### src/rtl/dkc_pkg.sv
// ----------------------------------------------------------------------------
// dkc_pkg
// Shared constants, types and the base decoder for the distinct k-mer counter.
// ----------------------------------------------------------------------------
`default_nettype none

package dkc_pkg;

   // Field widths of the channels and the length register.
   localparam int COUNT_W = 21;
   localparam int BYTE_W  = 8;
   localparam int KLEN_W  = 4;

   localparam logic [KLEN_W-1:0] KLEN_RESET = 4'd4;

   // Case folding: bytes above the limit lose the offset.
   localparam logic [BYTE_W-1:0] FOLD_LIMIT  = 8'd90;
   localparam logic [BYTE_W-1:0] FOLD_OFFSET = 8'd32;

   // Upper-case nucleotide characters.
   localparam logic [BYTE_W-1:0] CHAR_A = 8'h41;
   localparam logic [BYTE_W-1:0] CHAR_C = 8'h43;
   localparam logic [BYTE_W-1:0] CHAR_G = 8'h47;
   localparam logic [BYTE_W-1:0] CHAR_T = 8'h54;

   // Two-bit base codes.
   localparam logic [1:0] BASE_A = 2'd0;
   localparam logic [1:0] BASE_C = 2'd1;
   localparam logic [1:0] BASE_G = 2'd2;
   localparam logic [1:0] BASE_T = 2'd3;

   // Width of the sequence tag kept with every bitmap row.
   localparam int EPOCH_W = 8;
   localparam logic [EPOCH_W-1:0] EPOCH_FIRST = 8'd1;
   localparam logic [EPOCH_W-1:0] EPOCH_LAST  = 8'hFF;

   typedef struct packed {
      logic       valid;
      logic [1:0] code;
   } base_type;

   // Control of one item as it moves from the window stage to the tally stage.
   typedef struct packed {
      logic last;
      logic win;
   } item_ctl_type;

   // Fold the byte to upper case and map it to a base code.
   function automatic base_type base_decode(input logic [BYTE_W-1:0] raw);
      logic [BYTE_W-1:0] folded;
      base_type          res;
      folded    = (raw > FOLD_LIMIT) ? raw - FOLD_OFFSET : raw;
      res.valid = 1'b1;
      res.code  = BASE_A;
      case (folded)
         CHAR_A: res.code = BASE_A;
         CHAR_C: res.code = BASE_C;
         CHAR_G: res.code = BASE_G;
         CHAR_T: res.code = BASE_T;
         default: begin
            res.valid = 1'b0;
            res.code  = BASE_A;
         end
      endcase
      return res;
   endfunction

endpackage

`default_nettype wire

### src/rtl/dkc_window.sv
// ----------------------------------------------------------------------------
// dkc_window
// Base decoding, rolling k-mer index, run length and the k-mer length register.
// ----------------------------------------------------------------------------
`default_nettype none

module dkc_window #(
   parameter int K_MAX = 10
) (
   input  wire logic                        clock,
   input  wire logic                        reset,
   input  wire logic                        csr_write_en,
   input  wire logic [dkc_pkg::KLEN_W-1:0]  csr_write_data,
   input  wire logic                        acc_valid,
   input  wire logic [dkc_pkg::BYTE_W-1:0]  base_byte,
   input  wire logic                        last_byte,
   output      dkc_pkg::item_ctl_type       win_ctl,
   output      logic [2*K_MAX-1:0]          win_index
);

   localparam int IDX_W = 2 * K_MAX;
   localparam int KW    = $clog2(K_MAX + 1);

   logic [dkc_pkg::KLEN_W-1:0] kmer_length_ff, kmer_length_in;
   logic [IDX_W-1:0]           rolling_ff, rolling_in;
   logic [KW-1:0]              run_ff, run_in;

   logic [KW-1:0]              k_eff;
   dkc_pkg::base_type          base;
   logic [IDX_W-1:0]           rolling_upd;
   logic [KW-1:0]              run_upd;
   logic [IDX_W-1:0]           mask;

   // Clamp the programmed length into 1..K_MAX.
   always_comb begin
      if (kmer_length_ff == '0) begin
         k_eff = KW'(1);
      end else if ({1'b0, kmer_length_ff} > 5'(K_MAX)) begin
         k_eff = KW'(K_MAX);
      end else begin
         k_eff = KW'(kmer_length_ff);
      end
   end

   // Shift the new base in and count the run of valid bases.
   always_comb begin
      base        = dkc_pkg::base_decode(base_byte);
      rolling_upd = IDX_W'({rolling_ff, base.code});
      if (!base.valid) begin
         run_upd = '0;
      end else if (run_ff < k_eff) begin
         run_upd = KW'(run_ff + 1'b1);
      end else begin
         run_upd = run_ff;
      end
      mask = ~({IDX_W{1'b1}} << {k_eff, 1'b0});
   end

   // The window of the current item.
   always_comb begin
      win_ctl.last = last_byte;
      win_ctl.win  = base.valid && (run_upd >= k_eff);
      win_index    = rolling_upd & mask;
   end

   // Next state: a final byte clears the sequence state.
   always_comb begin
      kmer_length_in = csr_write_en ? csr_write_data : kmer_length_ff;
      rolling_in     = rolling_ff;
      run_in         = run_ff;
      if (acc_valid) begin
         if (last_byte) begin
            rolling_in = '0;
            run_in     = '0;
         end else begin
            rolling_in = base.valid ? rolling_upd : rolling_ff;
            run_in     = run_upd;
         end
      end
   end

   always_ff @(posedge clock) begin
      if (reset) begin
         kmer_length_ff <= dkc_pkg::KLEN_RESET;
         rolling_ff     <= '0;
         run_ff         <= '0;
      end else begin
         kmer_length_ff <= kmer_length_in;
         rolling_ff     <= rolling_in;
         run_ff         <= run_in;
      end
   end

   // Assertions.
   a_run_bounded: assert property (@(posedge clock) disable iff (reset)
      run_ff <= KW'(K_MAX))
      else $error("run length exceeds the largest k-mer length");

   a_run_cleared: assert property (@(posedge clock) disable iff (reset)
      acc_valid && last_byte |=> run_ff == '0 && rolling_ff == '0)
      else $error("sequence state not cleared after a final byte");

endmodule

`default_nettype wire

### config.mk
export PLATFORM = sky130hd
export DESIGN_NAME = dkc_window
export DESIGN_NICKNAME = d
export VERILOG_FILES = /design/src/rtl/dkc_pkg.sv /design/src/rtl/dkc_window.sv
export SDC_FILE = /design/constraint.sdc
export NUM_CORES = 1
export LEC_CHECK = 0
export BUFFER_PORTS_ARGS = -buffer_cell sky130_fd_sc_hd__buf_2
export CAP_MARGIN = 20
export CORE_MARGIN = 1
export CORE_UTILIZATION = 45
export CTS_CLUSTER_DIAMETER = 30
export DETAILED_ROUTE_END_ITERATION = 12
export GPL_TIMING_DRIVEN = 0
export HOLD_SLACK_MARGIN = 0.03
export PLACE_DENSITY = 0.7
export SLEW_MARGIN = 20
export SYNTH_ARGS = -nofsm -noshare
export SYNTH_HDL_FRONTEND = slang
export SYNTH_SLANG_ARGS = --single-unit
### constraint.sdc
create_clock -name clock -period 6.6 [get_ports clock]
set_input_delay 0.99 -clock clock [delete_from_list [all_inputs] [get_ports clock]]
set_output_delay 0.99 -clock clock [all_outputs]
set_load 0.1 [all_outputs]
Yosys cells after proc, flatten, opt, wreduce, memory -nomap -nowiden
Cells that the tools add are included.
Storage, ports and cells
  input port bits: 17
  output and inout port bits: 22
  logic and storage cells: 31
  bits in registers: 26
Operators by class
  $lt $le $gt $ge: 4
  shift-type cells: 1
  eq/ne operators: 4
  bitwise gates (word level): 2
  reduce and logical (&&, ||, !) cells: 5
  multiplexer cells: 10
  add/sub/neg operators: 2
Operator list (count)
  18-bit 2-to-1 mux: 2
  8-bit by 7-bit == test with 1-bit output (second input constant): 4
  20-bit bitwise AND: 1
  4-bit 2-to-1 mux: 5
  20-bit NOT: 1
  20-bit by 5-bit left shift with 20-bit output (first input constant): 1
  8-bit by 7-bit greater-than comparator with 1-bit output (second input constant): 1
  8-bit 2-to-1 mux: 1
  8-bit by 6-bit subtractor with 8-bit output (second input constant): 1
  2-bit one-hot mux with 3 select lines: 1
  4-bit by 1-bit adder with 4-bit output (second input constant): 1
  4-bit >= comparator: 1
  4-bit greater-than comparator (second input constant): 1
  4-bit zero test: 1
  4-bit < comparator: 1
  4-bit OR reduction: 1
  2-bit AND reduction: 1
  2-bit nonzero test: 1
  1-bit logical AND: 1
  1-bit 2-to-1 mux: 1

Depth between registers and ports, before layout
  depth after elaboration: 8
  gate-level depth with buffers: 16
  gate-level depth less buffers: 14

Worst setup path before layout
Ideal clock, no wire load.
  path kind: in2out
  from: in base_byte[5] (netlist bit)
  to: out win_ctl[0] (netlist bit)
  arrival time: 4465 ps
  stages: 13
  buffers on the path: 1
  required time: 5610 ps
  slack: 1145 ps
  cell sequence: inv_1 -> ha_1 -> or4b_1 -> a31o_1 -> or2_2 -> buf_2 -> nand2b_1 -> ha_1 -> nand2b_1 -> a21o_1 -> a21o_1 -> a21oi_1 -> nor2_1
RTL lines
  start, declared: line dkc_window.sv:15  | input wire logic [dkc_pkg::BYTE_W-1:0] base_byte,
  end, declared: line dkc_window.sv:17  | output dkc_pkg::item_ctl_type win_ctl,

==> metrics.log <==
INFO  metric syn-mean-instance-area = 8.81 um2
INFO  metric pre_cts_slack = 1.56 ns
INFO  metric stdcell_count = 255
INFO  metric fp.dieW = 59.9 um
INFO  metric crit_path_max_fanout = 7
INFO  metric startpoint_type_of_the_worst_setup_path = primary input
INFO  metric setup_ws = 1.57 ns
INFO  metric worst_setup_path_startpoint = base_byte[5]
INFO  metric number_of_antenna_violations_at_the_first_check_in_global_routing = 0
INFO  metric die_h = 59.9 um
INFO  metric timing.critical_path.slowest_cell_delay = 0.52 ns
INFO  metric grt_util_met3 = 3.90%
INFO  metric total_leakage_power = 0.838 nW
INFO  metric timing.critical_path.slowest_stage_cell = sky130_fd_sc_hd__or4b_1
INFO  metric dp.cells = 251
INFO  metric detailed_place_hpwl = 2660 um
INFO  metric grt_most_used_layer = met2
INFO  metric first_pass_grt_wire_length = 5580 um
INFO  metric critical_path.n_buffers_inverters = 4
INFO  metric tritoncts = built
INFO  metric global_route.usage.met2 = 36.8%
INFO  metric clkTransAtPathRegs = 0.14 ns
INFO  metric gp_routability_congestion = 0.820
INFO  metric report.final.hold_viol_count = 0
INFO  metric port_buffers = 36
INFO  metric grt_start_max_net_pins = 15
INFO  metric report.final.slew_viol_count = 0
INFO  metric routed-via-count = 1411
INFO  metric synth_top_area_cell = sky130_fd_sc_hd__dfxtp_1
INFO  metric drt_first_pass_iters = 4
INFO  metric clock_root_buffer = sky130_fd_sc_hd__clkbuf_4
INFO  metric synthCells = 171
INFO  metric routed_via_density = 5.53
INFO  metric path_cells = buf_2 -> inv_1 -> ha_1 -> or4b_1 -> a31o_1 -> or2_2 -> buf_2 -> nand2b_1 -> ha_1 -> nand2b_1 -> a21o_1 -> a21o_1 -> a21oi_1 -> nor2_1 -> buf_2
INFO  metric clock_path_buffers = 2
INFO  metric worst_path_dominant_cell_family = simple AND/OR/NAND/NOR gates
INFO  metric setup-violations-final = 0
INFO  metric async_reset_ff_share = 0%
INFO  metric num-nets-final = 238
INFO  metric number_of_synthesized_register_bits = 26
INFO  metric worst_hold_startpoint = rolling_ff[1]
INFO  metric finalWorstPathRequiredPeriod = 5.03 ns
INFO  metric grt_usage = 20.1%
INFO  metric timing_worst_slew_pin_value = 0.598 ns
INFO  metric power_per_cell_area = 161 nW/um2
INFO  metric share_of_the_cycle_needed_by_the_critical_path_after_routing = 76.3%
INFO  metric launch_instance_of_the_worst_register_to_register_path = kmer_length_ff[3]
INFO  metric rsz0062_at_grt = no
INFO  metric postCtsResizedCells = 0
INFO  metric die_area = 3580 um2
INFO  metric mappedNetlistNets = 197
INFO  metric clock_skew = 0.00539 ns
INFO  metric status = finished clean
INFO  metric final.hold.worst_slack = 0.492 ns
INFO  metric crit_arrival = 4.04 ns
INFO  metric clock_sinks = 26
INFO  metric num_antenna_cells = 0
INFO  metric critical_path.endpoint_type = output port
INFO  metric finalInstanceArea = 1780 um2
INFO  metric standard_cell_row_count = 20
INFO  metric synth_top_flop_cell = sky130_fd_sc_hd__dfxtp_1
INFO  metric fin_tns_setup = 0 ns
INFO  metric cts_made_buffers = 3
INFO  metric grt-ovfl-total = 0
INFO  metric drc_errors = 0
INFO  metric post_cts.repair.setup_buffers = 0
INFO  metric route.final.wire_length = 3370 um
INFO  metric max_clock_freq = 199 MHz
INFO  metric initial_utilization = 48.5%
INFO  metric post_synth_edffs = 0
INFO  metric core_area = 3100 um2
INFO  metric critical_path_required = 5.61 ns
INFO  metric ir_worst_vdd = 0.0934 mV
INFO  metric synthTopCellsByArea = sky130_fd_sc_hd__dfxtp_1 35%, sky130_fd_sc_hd__a22o_1 9.9%, sky130_fd_sc_hd__ha_1 7.5%
INFO  metric io-pin-count = 39
INFO  metric dpl_cell_area = 1740 um2
INFO  metric clkLatencyLatePin = 0.32 ns
INFO  metric cts.hold.buffers_added = 0
INFO  metric critPathMostFrequentCell = sky130_fd_sc_hd__buf_2
INFO  metric yosys.area.top_type_share = 34.6%
INFO  metric grt_util_met1 = 24.4%
INFO  metric syn_to_final_growth = 18.0%
INFO  metric first_global_vias = 1320
INFO  metric yosys.cell_types.count = 41
INFO  metric final_layout_size_suffix_gt1_share = 23.7%
INFO  metric hold_class = flip-flop to flip-flop
INFO  metric routed_antenna_nets = 0
INFO  metric drv.max_cap_violation_count = 0
INFO  metric path_class = primary input to output port
INFO  metric netlist_area_pre_place = 1510 um2
INFO  metric cts_h_tree_lvls = 1
INFO  metric worst_slew_margin_rel = 60.1%
INFO  metric synth_sequential_area_ratio = 34.6%
INFO  metric routed_wire_length_per_instance = 13.2 um
INFO  metric yosys_warnings = 0
INFO  metric initialDrtViolationCount = 75
## logic make-up after synthesis
family	Yosys count	share of synthesized area [%]
and+or+nand+nor	53	20.5
xor gates and xnor gates	3	1.74
muxes	5	3.32
DFF	26	34.6
adders and majority gates	9	7.48
buffers and inverters	23	6.56
AOI/OAI and AO/OA	52	25.8
## layout make-up
class	instances	area, um2
repair buffers	36	180
clock buffers	4	36.3
plain buffers	11	53.8
fillers	318	1330
multi-input cells	122	887
inverters	12	45.0
well taps	44	55.1
flip-flops and latches	26	520
## per-layer routing
metal | wire length [um] | up-vias
met4 | 19 | 0
li1 | - | 707
met5 | 0 | -
met1 | 1520 | 664
met2 | 1710 | 38
met3 | 128 | 2
## cells in the final DEF, fill, tap and decap left out, types with 2 or more instances in the layout
cell                        n
sky130_fd_sc_hd__nand2_1    5
sky130_fd_sc_hd__a21o_1     3
sky130_fd_sc_hd__o32ai_1    2
sky130_fd_sc_hd__mux2i_1    5
sky130_fd_sc_hd__or2_2      2
sky130_fd_sc_hd__ha_1       9
sky130_fd_sc_hd__a21oi_1    9
sky130_fd_sc_hd__clkbuf_1   8
sky130_fd_sc_hd__o21ai_0    4
sky130_fd_sc_hd__and2_1     2
sky130_fd_sc_hd__nor3_1     2
sky130_fd_sc_hd__and3_1     3
sky130_fd_sc_hd__xnor2_1    2
sky130_fd_sc_hd__or3_1      2
sky130_fd_sc_hd__clkbuf_4   3
sky130_fd_sc_hd__nand2b_1   3
sky130_fd_sc_hd__dfxtp_1   26
sky130_fd_sc_hd__inv_1     12
sky130_fd_sc_hd__a31oi_1    3
sky130_fd_sc_hd__a22o_1    17
sky130_fd_sc_hd__o211ai_1   3
sky130_fd_sc_hd__buf_2     37
sky130_fd_sc_hd__nand3_1    5
sky130_fd_sc_hd__nor2_1    11
sky130_fd_sc_hd__o21a_1     5
sky130_fd_sc_hd__nor2b_1    9
sky130_fd_sc_hd__o311a_1    3
## sequential cells by signal, indices dropped and copies added, names as in the netlist
name            cells
rolling_ff         18
kmer_length_ff      4
run_ff              4
## worst paths after layout
path         slack [ns]            end  cells past startpoint
max                1.57     win_ctl[0]                     15
min                0.49  rolling_ff[3]                      1
max reg2reg        3.67      run_ff[3]                     10
min reg2reg        0.49  rolling_ff[3]                      1
## synthesized netlist by cell type, types with 2 or more instances
master / count
sky130_fd_sc_hd__o21ai_0: 4
sky130_fd_sc_hd__a21oi_1: 9
sky130_fd_sc_hd__o311a_1: 3
sky130_fd_sc_hd__nand2b_1: 3
sky130_fd_sc_hd__nor3_1: 2
sky130_fd_sc_hd__nor2b_1: 9
sky130_fd_sc_hd__or2_2: 2
sky130_fd_sc_hd__mux2i_1: 5
sky130_fd_sc_hd__nand2_1: 5
sky130_fd_sc_hd__and3_1: 3
sky130_fd_sc_hd__ha_1: 9
sky130_fd_sc_hd__or3_1: 2
sky130_fd_sc_hd__a22o_1: 17
sky130_fd_sc_hd__clkbuf_1: 8
sky130_fd_sc_hd__nand3_1: 5
sky130_fd_sc_hd__and2_1: 2
sky130_fd_sc_hd__xnor2_1: 2
sky130_fd_sc_hd__o32ai_1: 2
sky130_fd_sc_hd__dfxtp_1: 26
sky130_fd_sc_hd__a21o_1: 3
sky130_fd_sc_hd__a31oi_1: 3
sky130_fd_sc_hd__o21a_1: 5
sky130_fd_sc_hd__nor2_1: 11
sky130_fd_sc_hd__o211ai_1: 3
sky130_fd_sc_hd__inv_1: 12
## power by group
group	total (W)	internal, W	leakage (nW)	switching, W
Sequential	0.000159	0.000158	0.210	0.000000808
Clock	0.0000808	0.0000338	0.0210	0.0000471
Combinational	0.0000457	0.0000167	0.607	0.0000290
Total	0.000286	0.000209	0.838	0.0000769
## worst reg2reg max path, delay by kind of cell, from the launching register on
family / cells / cell delay, ns
buffers and inverters: 3 / 0.82
DFF: 1 / 0.34
AOI/OAI and AO/OA: 3 / 0.62
and+or+nand+nor: 3 / 0.83
adders and majority gates: 1 / 0.26
## per-stage QoR
step | utilization, % | power [W]
2_1_floorplan | - | 0.000195
3_3_place_gp | 56.1 | 0.000206
3_5_place_dp | 56.1 | 0.000208
4_1_cts | 57.3 | 0.000288
5_1_grt | 57.3 | 0.000299
6_report | 57.3 | 0.000286
(Power assumes the default switching activity.)
